## config.mk

```make
export PLATFORM = sky130hd
export DESIGN_NAME = text_cat_line_filter_top
export DESIGN_NICKNAME = d
export VERILOG_FILES = /design/src/rtl/lfl_pkg.sv /design/src/rtl/lfl_fifo.sv /design/src/rtl/lfl_front.sv /design/src/rtl/lfl_back.sv /design/src/rtl/text_cat_line_filter_top.sv
export SDC_FILE = /design/constraint.sdc
export NUM_CORES = 1
export LEC_CHECK = 0
export BUFFER_PORTS_ARGS = -buffer_cell sky130_fd_sc_hd__buf_2
export CORE_MARGIN = 2
export CORE_UTILIZATION = 64
export DETAILED_ROUTE_END_ITERATION = 7
export GPL_TIMING_DRIVEN = 0
export HOLD_SLACK_MARGIN = 0.05
export MAX_ROUTING_LAYER = met4
export PLACE_DENSITY = 0.94
export SLEW_MARGIN = 40
export SYNTH_ARGS = -nofsm -noshare
export SYNTH_HDL_FRONTEND = slang
export SYNTH_SLANG_ARGS = --single-unit
export TNS_END_PERCENT = 20
```

## constraint.sdc

```tcl
create_clock -name clk_i -period 6.5 [get_ports clk_i]
set_input_delay 1.3 -clock clk_i [delete_from_list [all_inputs] [get_ports clk_i]]
set_output_delay 1.3 -clock clk_i [all_outputs]
set_load 0.1 [all_outputs]
```

## src/rtl/lfl_pkg.sv

```systemverilog
// shared types and constants of the text line filter
// no dependencies, imported by every module of the block
`timescale 1ns / 1ps

package lfl_pkg;

  // line number width in decimal digits
  localparam int NumberDigits = 6;

  // queue between front and back
  localparam int QueueDepth = 4;
  localparam int QueuePtrW  = 2;

  // byte codes
  localparam logic [7:0] ChNewline  = 8'd10;
  localparam logic [7:0] ChTab      = 8'd9;
  localparam logic [7:0] ChSpace    = 8'd32;
  localparam logic [7:0] ChCaret    = 8'd94;
  localparam logic [7:0] ChDollar   = 8'd36;
  localparam logic [7:0] ChUpperI   = 8'd73;
  localparam logic [7:0] ChQuestion = 8'd63;
  localparam logic [7:0] ChDel      = 8'd127;
  localparam logic [7:0] ChZero     = 8'd48;
  localparam logic [7:0] CaretOfs   = 8'd64;

  // register indexes
  localparam logic [2:0] RegSqueezeBlank   = 3'd0;
  localparam logic [2:0] RegNumberAll      = 3'd1;
  localparam logic [2:0] RegNumberNonblank = 3'd2;
  localparam logic [2:0] RegShowEnds       = 3'd3;
  localparam logic [2:0] RegShowTabs       = 3'd4;
  localparam logic [2:0] RegShowNonprint   = 3'd5;

  typedef struct packed {
    logic squeeze_blank;
    logic number_all;
    logic number_nonblank;
    logic show_ends;
    logic show_tabs;
    logic show_nonprinting;
  } cfg_t;

  typedef struct packed {
    logic full;
    logic empty;
  } q_status_t;

endpackage

```

## src/rtl/lfl_fifo.sv

```systemverilog
// short register queue between the classifying front and the emitting back
// depends on lfl_pkg for depth and status type
`timescale 1ns / 1ps

module lfl_fifo #(
  parameter int Width = 8
) (
  input  logic                  clk_i,
  input  logic                  rst_ni,
  input  logic                  push_i,
  input  logic [Width-1:0]      data_i,
  input  logic                  pop_i,
  output logic [Width-1:0]      data_o,
  output lfl_pkg::q_status_t    status_o
);
  import lfl_pkg::*;

  logic [Width-1:0]     mem_q [QueueDepth];
  logic [QueuePtrW-1:0] wr_ptr_q, wr_ptr_d;
  logic [QueuePtrW-1:0] rd_ptr_q, rd_ptr_d;
  logic [QueuePtrW:0]   count_q, count_d;
  logic                 do_push, do_pop;

  assign status_o.full  = (count_q == (QueuePtrW+1)'(QueueDepth));
  assign status_o.empty = (count_q == '0);
  assign data_o         = mem_q[rd_ptr_q];

  always_comb begin
    do_push  = push_i & ~status_o.full;
    do_pop   = pop_i & ~status_o.empty;
    wr_ptr_d = do_push ? wr_ptr_q + 1'b1 : wr_ptr_q;
    rd_ptr_d = do_pop ? rd_ptr_q + 1'b1 : rd_ptr_q;
    count_d  = count_q;
    if (do_push & ~do_pop) begin
      count_d = count_q + 1'b1;
    end else if (do_pop & ~do_push) begin
      count_d = count_q - 1'b1;
    end
  end

  always_ff @(posedge clk_i or negedge rst_ni) begin
    if (!rst_ni) begin
      wr_ptr_q <= '0;
      rd_ptr_q <= '0;
      count_q  <= '0;
    end else begin
      wr_ptr_q <= wr_ptr_d;
      rd_ptr_q <= rd_ptr_d;
      count_q  <= count_d;
    end
  end

  always_ff @(posedge clk_i) begin
    if (do_push) begin
      mem_q[wr_ptr_q] <= data_i;
    end
  end

endmodule

```

## src/rtl/lfl_front.sv

```systemverilog
// front end: accepts bytes, tracks line state and the bcd line counter,
// and queues a command per byte that is not squeezed; depends on lfl_pkg
`timescale 1ns / 1ps

module lfl_front #(
  parameter int NumDigits = lfl_pkg::NumberDigits,
  parameter int EntryW    = 1 + 4 * NumDigits + 1 + 16
) (
  input  logic                clk_i,
  input  logic                rst_ni,
  input  lfl_pkg::cfg_t       cfg_i,
  input  logic                push_i,
  input  logic [7:0]          in_byte_i,
  input  logic                q_full_i,
  output logic                q_push_o,
  output logic [EntryW-1:0]   q_data_o
);
  import lfl_pkg::*;

  localparam int BcdW = 4 * NumDigits;

  logic            prev_nl_q, prev_nl_d;
  logic            prev_empty_q, prev_empty_d;
  logic [BcdW-1:0] bcd_q, bcd_d, bcd_inc;

  logic       accept, is_nl, cur_empty, drop, num;
  logic       two;
  logic [7:0] b0, b1;
  logic       all_nines, low_nines;

  always_comb begin
    accept    = push_i & ~q_full_i;
    is_nl     = (in_byte_i == ChNewline);
    cur_empty = is_nl & prev_nl_q;
    drop      = cfg_i.squeeze_blank & prev_empty_q & cur_empty;
    num       = prev_nl_q & (cfg_i.number_nonblank ? ~cur_empty : cfg_i.number_all);

    // visible form of the byte
    two = 1'b1;
    b0  = ChCaret;
    b1  = in_byte_i;
    if (cfg_i.show_ends & is_nl) begin
      b0 = ChDollar;
      b1 = ChNewline;
    end else if (cfg_i.show_tabs & (in_byte_i == ChTab)) begin
      b1 = ChUpperI;
    end else if (cfg_i.show_nonprinting & (in_byte_i < ChSpace) & ~is_nl &
                 (in_byte_i != ChTab)) begin
      b1 = in_byte_i + CaretOfs;
    end else if (cfg_i.show_nonprinting & (in_byte_i == ChDel)) begin
      b1 = ChQuestion;
    end else begin
      two = 1'b0;
      b0  = in_byte_i;
    end

    // saturating bcd increment: a digit steps when all lower digits are nine
    all_nines = 1'b1;
    low_nines = 1'b1;
    bcd_inc   = bcd_q;
    for (int i = 0; i < NumDigits; i++) begin
      if (low_nines) begin
        bcd_inc[4*i +: 4] = (bcd_q[4*i +: 4] == 4'd9) ? 4'd0 : bcd_q[4*i +: 4] + 4'd1;
      end
      low_nines = low_nines & (bcd_q[4*i +: 4] == 4'd9);
    end
    all_nines = low_nines;
    if (all_nines) begin
      bcd_inc = bcd_q;
    end

    bcd_d        = (accept & ~drop & num) ? bcd_inc : bcd_q;
    prev_nl_d    = accept ? is_nl : prev_nl_q;
    prev_empty_d = accept ? cur_empty : prev_empty_q;

    q_push_o = accept & ~drop;
    q_data_o = {num, bcd_d, two, b1, b0};
  end

  always_ff @(posedge clk_i or negedge rst_ni) begin
    if (!rst_ni) begin
      prev_nl_q    <= 1'b1;
      prev_empty_q <= 1'b0;
      bcd_q        <= '0;
    end else begin
      prev_nl_q    <= prev_nl_d;
      prev_empty_q <= prev_empty_d;
      bcd_q        <= bcd_d;
    end
  end

endmodule

```

## src/rtl/lfl_back.sv

```systemverilog
// back end: walks one queued command byte by byte into the output register
// depends on lfl_pkg for byte codes
`timescale 1ns / 1ps

module lfl_back #(
  parameter int NumDigits = lfl_pkg::NumberDigits,
  parameter int EntryW    = 1 + 4 * NumDigits + 1 + 16
) (
  input  logic              clk_i,
  input  logic              rst_ni,
  input  logic              q_empty_i,
  input  logic [EntryW-1:0] q_data_i,
  output logic              q_pop_o,
  input  logic              pop_i,
  output logic              empty_o,
  output logic [7:0]        out_byte_o,
  output logic              last_of_run_o
);
  import lfl_pkg::*;

  localparam int PosW = $clog2(NumDigits + 3);
  localparam int DigW = (NumDigits > 1) ? $clog2(NumDigits) : 1;
  localparam logic [PosW-1:0] PosTab   = PosW'(NumDigits);
  localparam logic [PosW-1:0] PosBody0 = PosW'(NumDigits + 1);
  localparam logic [PosW-1:0] PosBody1 = PosW'(NumDigits + 2);
  localparam logic [PosW-1:0] PosLastD = PosW'(NumDigits - 1);

  logic                      num, two;
  logic [NumDigits-1:0][3:0] digits;
  logic [7:0]                b0, b1;

  logic            started_q, started_d;
  logic [PosW-1:0] pos_q, pos_d, pos;
  logic            lead_q, lead_d, lead, lead_now;
  logic            out_valid_q, out_valid_d;
  logic [7:0]      out_byte_q, byte_nx;
  logic            out_last_q, last_nx;
  logic            fire;
  logic [DigW-1:0] dig_idx;
  logic [3:0]      dig;

  assign {num, digits, two, b1, b0} = q_data_i;

  always_comb begin
    pos      = started_q ? pos_q : (num ? '0 : PosBody0);
    lead     = started_q ? lead_q : 1'b1;
    dig_idx  = DigW'(NumDigits - 1) - pos[DigW-1:0];
    dig      = digits[dig_idx];
    lead_now = lead & (dig == 4'd0) & (pos != PosLastD);
    fire     = ~q_empty_i & (~out_valid_q | pop_i);

    last_nx = 1'b0;
    if (pos == PosTab) begin
      byte_nx = ChTab;
    end else if (pos == PosBody0) begin
      byte_nx = b0;
      last_nx = ~two;
    end else if (pos == PosBody1) begin
      byte_nx = b1;
      last_nx = 1'b1;
    end else begin
      byte_nx = lead_now ? ChSpace : (ChZero + {4'd0, dig});
    end

    q_pop_o     = fire & last_nx;
    started_d   = started_q;
    pos_d       = pos_q;
    lead_d      = lead_q;
    if (fire) begin
      started_d = ~last_nx;
      pos_d     = pos + 1'b1;
      lead_d    = lead_now;
    end
    out_valid_d = fire | (out_valid_q & ~pop_i);
  end

  always_ff @(posedge clk_i or negedge rst_ni) begin
    if (!rst_ni) begin
      started_q   <= 1'b0;
      pos_q       <= '0;
      lead_q      <= 1'b1;
      out_valid_q <= 1'b0;
    end else begin
      started_q   <= started_d;
      pos_q       <= pos_d;
      lead_q      <= lead_d;
      out_valid_q <= out_valid_d;
    end
  end

  always_ff @(posedge clk_i) begin
    if (fire) begin
      out_byte_q <= byte_nx;
      out_last_q <= last_nx;
    end
  end

  assign empty_o       = ~out_valid_q;
  assign out_byte_o    = out_byte_q;
  assign last_of_run_o = out_last_q;

endmodule

```

## src/rtl/text_cat_line_filter_top.sv

```systemverilog
// top level of the text line filter: apb config registers, front, queue, back
// depends on lfl_pkg, lfl_front, lfl_fifo and lfl_back
`timescale 1ns / 1ps

// usage
//   input channel: a text byte on in_byte_i is taken at a clock edge with
//   push high and full low
//   result channel: out_byte_o / last_of_run_o hold the oldest result while
//   empty is low; it is taken at an edge with pop high and empty low.
//   last_of_run_o marks the final result byte of one input item; a squeezed
//   blank line gives no result at all
//   config: six one-bit apb registers at byte addresses 0,4,..,20; pready
//   is always high; they are to be written only while the block is idle,
//   a rule for the user that the block itself does not enforce
//   path: a result goes through the command queue, then the output register
//   throughput: the back emits one result byte per cycle while a command is
//   queued and pop or empty is high; an item gives 1 result byte if plain,
//   2 for caret or dollar forms, plus NUMBER_DIGITS+1 for a line-number
//   prefix; the front takes one item per cycle while the 4-deep queue has room
//   reset: config clears, the line counter goes to zero, the next byte starts
//   a line, queue and output register empty
//   stall: with pop low the output register holds; the queue then fills and
//   full rises, back-pressuring the input

module text_cat_line_filter_top #(
  parameter int NUMBER_DIGITS = lfl_pkg::NumberDigits
) (
  input  logic        clk_i,
  input  logic        rst_ni,
  // apb config port
  input  logic        psel,
  input  logic        penable,
  input  logic        pwrite,
  input  logic [4:0]  paddr,
  input  logic [31:0] pwdata,
  output logic [31:0] prdata,
  output logic        pready,
  // input side
  input  logic        push,
  output logic        full,
  input  logic [7:0]  in_byte_i,
  // result side
  output logic        empty,
  input  logic        pop,
  output logic [7:0]  out_byte_o,
  output logic        last_of_run_o
);
  import lfl_pkg::*;

  // command: number flag, bcd snapshot, two-byte flag, two body bytes
  localparam int EntryW = 1 + 4 * NUMBER_DIGITS + 1 + 16;

  cfg_t        cfg_q, cfg_d;
  logic        cfg_wr;
  logic [2:0]  reg_idx;
  logic        q_push, q_pop;
  logic [EntryW-1:0] q_wdata, q_rdata;
  q_status_t   q_stat;

  // register file, index from the word address
  assign reg_idx = paddr[4:2];
  assign cfg_wr  = psel & penable & pwrite & pready;
  assign pready  = 1'b1;

  always_comb begin
    cfg_d = cfg_q;
    if (cfg_wr) begin
      unique case (reg_idx)
        RegSqueezeBlank:   cfg_d.squeeze_blank    = pwdata[0];
        RegNumberAll:      cfg_d.number_all       = pwdata[0];
        RegNumberNonblank: cfg_d.number_nonblank  = pwdata[0];
        RegShowEnds:       cfg_d.show_ends        = pwdata[0];
        RegShowTabs:       cfg_d.show_tabs        = pwdata[0];
        RegShowNonprint:   cfg_d.show_nonprinting = pwdata[0];
        default:           cfg_d = cfg_q; // unmapped index, write dropped
      endcase
    end
  end

  always_comb begin
    unique case (reg_idx)
      RegSqueezeBlank:   prdata = {31'd0, cfg_q.squeeze_blank};
      RegNumberAll:      prdata = {31'd0, cfg_q.number_all};
      RegNumberNonblank: prdata = {31'd0, cfg_q.number_nonblank};
      RegShowEnds:       prdata = {31'd0, cfg_q.show_ends};
      RegShowTabs:       prdata = {31'd0, cfg_q.show_tabs};
      RegShowNonprint:   prdata = {31'd0, cfg_q.show_nonprinting};
      default:           prdata = 32'd0;
    endcase
  end

  always_ff @(posedge clk_i or negedge rst_ni) begin
    if (!rst_ni) begin
      cfg_q <= '0;
    end else begin
      cfg_q <= cfg_d;
    end
  end

  // front classifies each byte and keeps line and counter state
  lfl_front #(
    .NumDigits (NUMBER_DIGITS),
    .EntryW    (EntryW)
  ) u_front (
    .clk_i     (clk_i),
    .rst_ni    (rst_ni),
    .cfg_i     (cfg_q),
    .push_i    (push),
    .in_byte_i (in_byte_i),
    .q_full_i  (q_stat.full),
    .q_push_o  (q_push),
    .q_data_o  (q_wdata)
  );

  assign full = q_stat.full;

  // decouples the front from output stalls
  lfl_fifo #(
    .Width (EntryW)
  ) u_fifo (
    .clk_i    (clk_i),
    .rst_ni   (rst_ni),
    .push_i   (q_push),
    .data_i   (q_wdata),
    .pop_i    (q_pop),
    .data_o   (q_rdata),
    .status_o (q_stat)
  );

  // back turns a command into prefix digits, tab and body bytes
  lfl_back #(
    .NumDigits (NUMBER_DIGITS),
    .EntryW    (EntryW)
  ) u_back (
    .clk_i         (clk_i),
    .rst_ni        (rst_ni),
    .q_empty_i     (q_stat.empty),
    .q_data_i      (q_rdata),
    .q_pop_o       (q_pop),
    .pop_i         (pop),
    .empty_o       (empty),
    .out_byte_o    (out_byte_o),
    .last_of_run_o (last_of_run_o)
  );

  // queue status is never full and empty at once
  a_q_status: assert property (@(posedge clk_i) disable iff (!rst_ni)
    !(q_stat.full && q_stat.empty))
    else $error("queue reports full and empty together");

  // the back only retires a command that is present
  a_q_pop: assert property (@(posedge clk_i) disable iff (!rst_ni)
    q_pop |-> !q_stat.empty)
    else $error("back retired a command from an empty queue");

  // the front only queues a command when there is room
  a_q_push: assert property (@(posedge clk_i) disable iff (!rst_ni)
    q_push |-> !q_stat.full)
    else $error("front queued a command into a full queue");

  // an accepted item leaves a command behind while squeezing is off
  a_nl_queued: assert property (@(posedge clk_i) disable iff (!rst_ni)
    (push && !full && !cfg_q.squeeze_blank) |-> q_push)
    else $error("accepted item produced no command without squeezing");

endmodule

```

==> Word-level counts from Yosys, hierarchy flattened <==
Memories as Yosys holds them, arrays and structs flattened.
Cells that the tools add are included.
{ "classes": {"reduce_logical": 10, "n_lt_le_gt_ge": 2, "eq_ne": 20, "bitwise": 42, "mux": 42, "add_sub_neg": 14} }
{ "op_table": {"columns": ["operator", "n"], "rows": [
  ["$mux 8", 11],
  ["$mux 4", 13],
  ["$mux 24", 2],
  ["$and 1x1->1", 29],
  ["$add 4x1->4 const B", 7],
  ["$eq 4x4->1 const B", 7],
  ["$eq 8x4->1 const B", 2],
  ["$bmux 4 s3", 1],
  ["$reduce_and 2->1", 6],
  ["$mux 1", 11],
  ["$not 1->1", 11],
  ["$eq 3x3->1 const B", 3],
  ["$mux 3", 3],
  ["$add 8x7->8 const B", 1],
  ["$eq 4x3->1 const B", 2],
  ["$eq 8x7->1 const B", 1],
  ["$lt 8x6->1 const B", 1],
  ["$ne 8x4->1 const B", 1],
  ["$add 6x4->7 const A", 1],
  ["$eq 3x2->1 const B", 2],
  ["$logic_not 3->1", 2],
  ["$pmux 1 s6", 1],
  ["$add 2x1->2 const B", 2],
  ["$logic_not 4->1", 1],
  ["other kinds (8)", 9]
]} }
{ "totals": {"register_bits": 55, "mem_bits_rw": 168, "n_memories": 1, "output_inout_bits": 44, "inputBits": 52} }
{ "memory_table": {"columns": ["name", "depth", "word_bits", "read_ports", "rd_clocked_by_memory_dff", "wr", "line", "rtl"], "rows": [
  ["u_fifo.mem_q", 4, 42, 1, 0, 1, "lfl_fifo.sv:18", "logic [Width-1:0] mem_q [QueueDepth];"]
]} }

==> Depth between registers and ports, before layout <==
Gate-level depths: netlist (run 1).
An unclocked memory read counts as a cell.
{ "logic_depth": {"depth_word": 12, "ltp_mapped": 16} }

==> By module <==
From an unflattened synthesis (run 1), not the netlist that was laid out.
{ "unflattened": {"cells_unflattened": 618, "hier_area_um2": 9987.1} }
{ "by_module_without_submodules": {"columns": ["mod", "cells_each", "instances", "area_per_inst_um2"], "rows": [
  ["lfl_fifo", 256, 1, 6547.5],
  ["lfl_front", 182, 1, 1754.2],
  ["lfl_back", 119, 1, 1094.8],
  ["text_cat_line_filter_top", 61, 1, 590.6]
]} }

==> Least setup slack after synthesis (run 1) <==
No wires, ideal clock.
{ "synth_path": {"kind": "register to register", "start": "reg u_fifo.count_q[0]", "end": "mem u_fifo.mem_q[0][0] (netlist bit) (enable)", "setup_slack_ns": 1.916, "arrival_time_ns": 4.134, "path_stages_with_launch": 6, "required_time_ns": 6.050, "cell_sequence": "dfrtp_1 nor3b_1 nand2b_1 a41o_1 clkinv_1 and2_1"} }
{ "synth_via": {"elab_chain_cells": 7} }
{ "synth_lines": {"columns": ["element", "line", "rtl"], "rows": [
  ["start: declaration", "lfl_fifo.sv:21", "logic [QueuePtrW:0] count_q, count_d;"],
  ["start signal: assignment", "lfl_fifo.sv:49", "count_q <= count_d;"],
  ["$eq 3x3->1 *", "lfl_fifo.sv:24", "assign status_o.full = (count_q == (QueuePtrW+1)'(QueueDepth));"],
  ["named net full", "text_cat_line_filter_top.sv:40", "output logic full,"],
  ["$not 1->1 *", "lfl_fifo.sv:29, lfl_front.sv:32", null],
  ["$and 1x1->1", "lfl_front.sv:32", "accept = push_i & ~q_full_i;"],
  ["$and 1x1->1", "lfl_front.sv:76", "q_push_o = accept & ~drop;"],
  ["$and 1x1->1 *", "lfl_fifo.sv:29", "do_push = push_i & ~status_o.full;"],
  ["named net u_fifo.do_push", "lfl_fifo.sv:22", "logic do_push, do_pop;"],
  ["$mux 1 *", "lfl_fifo.sv:54", "if (do_push) begin"],
  ["$mux 1 (not written as such) *", "lfl_fifo.sv:55", "mem_q[wr_ptr_q] <= data_i;"],
  ["end: declaration", "lfl_fifo.sv:18", null]
]} }
The timed path passes the listed nets; every way through them passes the cells marked *.

==> Final worst setup path (run 1) <==
{ "layout_path": {"start": "reg u_fifo.rd_ptr_q[0]", "end": "reg u_fifo.count_q[1]"} }
{ "layout_via": {"elab_chain_cells": 12, "elab_cells_between_ends": 17, "cone_classes": "eq/ne: 3; mux: 6; bitwise: 6; reduce/logical: 1; memory: 1"} }
{ "layout_lines": {"columns": ["element", "line", "rtl"], "rows": [
  ["start: declaration", "lfl_fifo.sv:20", "logic [QueuePtrW-1:0] rd_ptr_q, rd_ptr_d;"],
  ["start signal: assignment", "lfl_fifo.sv:48", "rd_ptr_q <= rd_ptr_d;"],
  ["$mem_v2 4x42 *", null, null],
  ["$mux 3", "lfl_back.sv:45", "pos = started_q ? pos_q : (num ? '0 : PosBody0);"],
  ["$mux 4", "lfl_back.sv:45", null],
  ["$eq 4x4->1", "lfl_back.sv:58", "end else if (pos == PosBody1) begin"],
  ["$mux 1", "lfl_back.sv:58", null],
  ["$mux 1", "lfl_back.sv:55", "end else if (pos == PosBody0) begin"],
  ["$mux 1 *", "lfl_back.sv:53", "if (pos == PosTab) begin"],
  ["named net u_back.last_nx", "lfl_back.sv:37", "logic out_last_q, last_nx;"],
  ["$and 1x1->1 *", "lfl_back.sv:65", "q_pop_o = fire & last_nx;"],
  ["$and 1x1->1 *", "lfl_fifo.sv:30", "do_pop = pop_i & ~status_o.empty;"],
  ["$not 1->1 *", "lfl_fifo.sv:34", "if (do_push & ~do_pop) begin"],
  ["$and 1x1->1 *", "lfl_fifo.sv:34", null],
  ["$mux 3 *", "lfl_fifo.sv:34", null],
  ["named net u_fifo.count_d[1]", "lfl_fifo.sv:21", null]
]} }
Marks and branches as above.
A chain may end at the register's enable or synchronous reset.

==> run summary, run 1 <==
flops & latches, synth -> 223
port bufs -> 30
Seq/Total Area, Yosys -> 65.4%
root buffer cell -> clkbuf_16
antenna violations before repair -> 0
core outline area -> 15100 um^2
CP startpoint kind -> flip-flop
initial drt markers -> 779
total CTS buffers -> 21
Main synth FF type -> edfxtp_1
gr ovfl total -> 0
status -> finished clean
post-layout util -> 73.9%
worst r2r path cells -> 14
number of global-route vias before repair -> 6301
Crit-path slowest cell -> mux4_2
Reg2Reg Launch Point -> u_fifo.rd_ptr_q[0]
Slew @ Worst Pin -> 0.754 ns
Mapped Cells -> 634
Starting Density -> 65.3%
Setup crit start -> u_fifo.rd_ptr_q[0]
main area contributors after synthesis -> edfxtp_1 54%, dfrtp_1 11%, mux4_2 9.1%
NumNets Final -> 786
Yosys cell types -> 70
Layout area overhead -> 13.2%
number of synthesized flops with an enable pin -> 177
Design Power -> 5.16 mW
Post-CTS Hold Buffers -> 0
CTS Buffer Depth -> 3
Filler cells -> 795
Power Density -> 461 nW/um^2
CP endpoint kind -> flip-flop
DP HPWL -> 13900 um
Ant. Diodes -> 0
hold path start -> u_fifo.count_q[2]
CP required -> 6.89 ns
post-route minimum period -> 4.20 ns
worst hold slack -> 0.509 ns
Max-slew headroom -> 49.7%
Die Height -> 128 um
biggest area consumer among synthesized cells -> edfxtp_1
largest net degree at the start of global routing -> 47
layout cells sized above 1 -> 25.2%
DR WL/cell -> 24.5 um
achievable frequency -> 0.238 GHz
Total GRT Usage -> 29.6%
DRT Pass-1 Iters -> 6
Synth top area share -> 53.7%
Post-CTS Setup Bufs -> 0
period utilization -> 64.6%
CP arrival -> 4.59 ns
CTS H-tree depth -> 1
mapped cell area -> 9890 um^2
final count of negative-setup-slack endpoints -> 0
Final WS setup -> 2.30 ns
Top delay family on crit path -> adder cells
TNS Setup -> 0 ns
CP max FO -> 10
vias -> 6113
WS Path Type -> flip-flop to flip-flop
leakage power -> 4.37 nW
commonest non-fill, non-tap cell in the layout -> edfxtp_1
multi-input gate area in the final layout -> 3080 um^2
worst min-delay path endpoint -> u_fifo.count_q[2]
vias per cell -> 6.62
Critical Path Max Stage Delay -> 0.53 ns
max-cap viol count -> 0
Reg area -> 6470 um^2
DRC viols -> 0
total I/O pin count -> 96
gpl congestion -> 0.886
reg-to-reg slack, setup -> 2.30 ns
final WL -> 22600 um
cts repair resizes -> 0
Skew-Pair Late Insertion Delay -> 0.50 ns
number of core rows -> 45
RSZ-0062 raised after global routing -> false
Die W -> 128 um
Async SR Flop Fraction -> 20.6%
clock sink count -> 223
antenna-violating nets left -> 0
most frequent cells in the layout -> 177 x edfxtp_1, 44 x dfrtp_1, 40 x mux4_2, 40 x nand2_1, 37 x buf_2
Worst VDD drop -> 0.000323 V
post-place setup slack -> 2.23 ns
CP bufs+invs -> 4
Die Area -> 16500 um^2
Avg Inst Size Synth -> 15.6 um^2
TritonCTS clock tree -> done
Min-Delay Path Class -> flip-flop to flip-flop
WHS Path Cells -> 1
Reg-to-Reg End -> u_fifo.count_q[1]
Clock Pin Slew Worst Setup and Hold Paths -> 0.07 ns
CP Cell Sequence -> buf_6, mux4_2, buf_6, a21oi_1, ha_1, and3_1, buf_2, o21ai_1, a21oi_2, nand2_1, ha_1, inv_1, fa_1, mux2_2
Synth Warn # -> 0
final hold vios -> 0
clk_skew -> 0.0128 ns
fin. max-slew vios -> 0
first-pass GRT wire length -> 35400 um
==> cells by family (layout without fill, tap and decap cells) <==
group	count (synthesis)	after routing	share of synthesized area, %
adder cells (fa/ha/maj)	13	13	1.72
buffers and inverters	83	154	4.73
multiplexers	74	74	13.1
flip-flops	223	223	65.4
AO/OA/AOI/OAI	71	71	5.14
other	2	32	0.0759
XOR/XNOR	21	21	1.86
AND/OR/NAND/NOR	147	147	7.96
==> power breakdown <==
part / switching [mW] / internal (mW)
registers: 0.104 / 1.84
logic: 1.28 / 0.682
clock network: 0.522 / 0.740
==> per-stage QoR <==
step / cell area [um^2] / std cells
3_5_place_dp: 10500 / 886
5_1_grt: 11200 / 923
6_report: 11200 / 923
3_3_place_gp: 10400 / 882
2_1_floorplan: 10000 / 664
4_1_cts: 11200 / 923
==> flip-flops by register name, indices dropped and copies added (netlist names), 2 cells and up <==
register           count
u_fifo.mem_q         168
u_front.bcd_q         24
u_back.out_byte_o      8
cfg_q                  6
u_back.pos_q           4
u_fifo.count_q         3
u_fifo.rd_ptr_q        2
u_fifo.wr_ptr_q        2
==> metal layers <==
metal / wire [um] / part of all wire, % / GRT usage (%) / up-vias
li1: - / - / - / 2523
met1: 7990 / 35 / 37.5 / 2969
met2: 11200 / 50 / 47.7 / 515
met3: 2350 / 10 / 5.05 / 106
met4: 1040 / 4.6 / 13.1 / 0
met5: 0 / 0 / - / -
==> cell type report <==
type / instances / area share (%)
Tap cell: 188 / 2.10
Inverter: 27 / 0.905
Buffer: 56 / 3.27
Multi-Input combinational cell: 358 / 27.5
Timing Repair Buffer: 34 / 2.08
Clock buffer: 29 / 5.80
Sequential cell: 223 / 57.8
Clock inverter: 8 / 0.615
==> worst max-delay path by stage <==
| stage | to | slack, ns | cells past startpoint |
|---|---|---|---|
| global placement | u_fifo.mem_q[1][20] | 1.79 | 8 |
| CTS | u_fifo.count_q[1] | 2.40 | 14 |
| floorplan | u_fifo.mem_q[0][0] | 1.92 | 5 |
| finish | u_fifo.count_q[1] | 2.30 | 14 |
| global route | u_fifo.count_q[2] | 2.13 | 16 |
| detailed placement | u_fifo.count_q[1] | 2.23 | 11 |
==> cell usage after synthesis (all sizes together), types with 6 or more instances <==
master	instances
edfxtp	177
buf	45
dfrtp	44
mux4	42
nand2	40
nor2	27
inv	25
o21ai	22
mux2	18
xnor2	17
mux2i	14
ha	12
clkbuf	11
nand3	10
a21oi	9
nand4	9
nor2b	9
and2	8
nand2b	8
nor3	7
and3	6
nor3b	6
(Power assumes the default switching activity.)
==> inputs of run 2 (changes only) <==
--- a/config.mk
+++ b/config.mk
@@ -7,12 +7,12 @@
 export LEC_CHECK = 0
 export BUFFER_PORTS_ARGS = -buffer_cell sky130_fd_sc_hd__buf_2
 export CORE_MARGIN = 2
-export CORE_UTILIZATION = 64
+export CORE_UTILIZATION = 59
 export DETAILED_ROUTE_END_ITERATION = 7
 export GPL_TIMING_DRIVEN = 0
 export HOLD_SLACK_MARGIN = 0.05
 export MAX_ROUTING_LAYER = met4
-export PLACE_DENSITY = 0.94
+export PLACE_DENSITY = 0.89
 export SLEW_MARGIN = 40
 export SYNTH_ARGS = -nofsm -noshare
 export SYNTH_HDL_FRONTEND = slang
==> constraint.sdc (replaced) <==
create_clock -name clk_i -period 4.2 [get_ports clk_i]
set_input_delay 0.84 -clock clk_i [delete_from_list [all_inputs] [get_ports clk_i]]
set_output_delay 0.84 -clock clk_i [all_outputs]
set_load 0.1 [all_outputs]
==> run 2 against run 1 <==
Effect of this change:
- via count is 2.0% lower
- register-to-register slack worse by 2.1 ns
- global-route usage is 4.1 points lower
- sequential share of layout area is 0.27 points lower
- clock skew is 0.017 ns higher
- critical path depth stayed put
- combinational power is 52% higher
- worst setup slack worse by 2.1 ns
- non-clock buffer count stayed put
- die area is 8.2% higher
==> run summary, run 2 (same netlist as run 1, synthesis figures left out) <==
fin cells -> 955 (+3.5%)
gr ovfl total -> 0 (unchanged)
number of global-route vias before repair -> 6075 (-3.6%)
Final WS setup -> 0.202 ns (-2.10 ns)
fin. max-slew vios -> 0 (unchanged)
cell area after layout -> 11300 um^2 (+0.47%)
P_int -> 5.09 mW (+56%)
DRT Pass-1 Iters -> 5 (-1)
CP max FO -> 10 (unchanged)
antenna-violating nets left -> 0 (unchanged)
DRC viols -> 0 (unchanged)
core outline area -> 16500 um^2 (+8.7%)
worst hold slack -> 0.355 ns (-0.153 ns)
largest reg by FF count -> u_fifo.mem_q
Die Height -> 133 um (+4.0%)
Total GRT Usage -> 25.5% (-4.1 points)
total CTS buffers -> 21 (unchanged)
Ant. Diodes -> 0 (unchanged)
number of core rows -> 47 (+4.4%)
worst r2r path cells -> 14 (unchanged)
achievable frequency -> 0.250 GHz (+5.1%)
clock sink count -> 223 (unchanged)
CP required -> 4.59 ns (-2.30 ns)
WS Path Type -> flip-flop to flip-flop
P_sw -> 2.89 mW (+52%)
first-pass GRT wire length -> 33700 um (-4.7%)
CP arrival -> 4.39 ns (-0.20 ns)
port bufs -> 30 (unchanged)
post-route minimum period -> 4.00 ns (-0.203 ns)
Gate power share -> 37.3% (-0.6 points)
Power Density -> 709 nW/um^2 (+54%)
sequential share of power -> 37.5% (about the same)
Max-slew headroom -> 49.4% (-0.35 points)
final WL -> 22000 um (-2.9%)
clock share of power -> 25.2% (+0.7 points)
placed cell count -> 918 (+3.6%)
TritonCTS clock tree -> done
most frequent cells in the layout -> 177 x edfxtp_1, 44 x dfrtp_1, 40 x mux4_2, 40 x nand2_1, 37 x buf_2
Skew-Pair Late Insertion Delay -> 0.51 ns (about the same)
vias -> 5991 (-2.0%)
Slew @ Worst Pin -> 0.758 ns (+0.00355 ns)
CP startpoint kind -> flip-flop
root buffer cell -> clkbuf_16
Design Power -> 7.98 mW (+55%)
antenna violations before repair -> 0 (unchanged)
vias per cell -> 6.27 (-5.3%)
post-layout util -> 68.3% (-5.6 points)
layout cells sized above 1 -> 25.0% (-0.14 points)
period utilization -> 95.2% (+31 points)
status -> finished clean
Layout area overhead -> 13.8%
Min-Delay Path Class -> primary input to asynchronous set/reset pin
CTS Buffer Depth -> 3 (unchanged)
DP HPWL -> 13300 um (-4.6%)
largest net degree at the start of global routing -> 47 (unchanged)
DR WL/cell -> 23.0 um (-6.1%)
final hold vios -> 0 (unchanged)
Area after DPL -> 10500 um^2 (+0.43%)
CTS H-tree depth -> 1 (unchanged)
clk_skew -> 0.0300 ns (+0.0172 ns)
total I/O pin count -> 96 (unchanged)
Clock Pin Slew Worst Setup and Hold Paths -> 0.07 ns (about the same)
Die W -> 133 um (+4.0%)
RSZ-0062 raised after global routing -> false
CP endpoint kind -> flip-flop
max-cap viol count -> 0 (unchanged)
TNS Setup -> 0 ns (unchanged)
Die Area -> 17800 um^2 (+8.2%)
max FFs per register -> 168 (unchanged)
post-place setup slack -> 0.179 ns (-2.05 ns)
initial drt markers -> 861 (+11%)
Starting Density -> 60.1% (-5.2 points)
Worst VDD drop -> 0.000435 V (+34%)
commonest non-fill, non-tap cell in the layout -> edfxtp_1
Post-CTS Setup Bufs -> 0 (unchanged)
NumNets Final -> 786 (unchanged)
sw frac -> 36.2% (-0.64 points)
Filler cells -> 981 (+23%)
final count of negative-setup-slack endpoints -> 0 (unchanged)
leakage power -> 4.36 nW (-0.23%)
gpl congestion -> 0.883 (-0.30%)
-- run 2: layer usage --
layer  global-route usage [%]  vias to the layer above  part of all wire, %
li1                         -                     2523                    -
met1                     32.1                     2974                   36
met2                     42.5                      421                   51
met3                     4.19                       73                  9.8
met4                     9.28                        0                  3.2
met5                        -                        -                    0
-- run 2: critical path, stage by stage, from the launching register on --
cell     delay [ns]
dfrtp_1        0.39
buf_6          0.15
mux4_2         0.35
buf_6          0.16
a21oi_2        0.12
inv_1          0.12
ha_1           0.18
nor3b_1        0.61
o21ai_1        0.28
a21oi_2        0.25
nand2_1        0.21
ha_1           0.30
inv_1          0.08
fa_1           0.40
mux2_2         0.27
-- run 2: path summary, 6_finish.rpt --
path,start,endpoint,slack [ns]
max in group asynchronous,rst_ni,u_back.out_valid_q,3.41
worst min register to register,u_fifo.count_q[2],u_fifo.count_q[2],0.50
worst max-delay path,u_fifo.rd_ptr_q[0],u_fifo.count_q[1],0.20
worst min-delay path,rst_ni,u_back.pos_q[1],0.36
worst max register to register,u_fifo.rd_ptr_q[0],u_fifo.count_q[1],0.20
min in group clk_i,u_fifo.count_q[2],u_fifo.count_q[2],0.50
-- run 2: final cells by class --
cell class	instances	area (um^2)	area share, %
Buffer	56	367	3.26
Clock buffer	24	557	4.95
Clock inverter	13	165	1.47
Inverter	27	101	0.901
Multi-Input combinational cell	358	3080	27.4
Sequential cell	223	6470	57.5
Tap cell	220	275	2.45
Timing Repair Buffer	34	233	2.07
-- run 2: power groups by stage --
stage          logic (mW)  registers, mW  clock network, mW
2_1_floorplan        1.88           3.29                  0
3_3_place_gp         2.73           3.02                  0
3_5_place_dp         2.87           3.02                  0
4_1_cts              2.94           2.99               2.01
5_1_grt              3.14           3.02               2.09
6_report             2.98           2.99               2.01
-- run 2: timing repair --
action	in CTS	in global routing
hold buffers	0	0
endpoints found under the setup margin	0	2
gates resized for setup	0	1
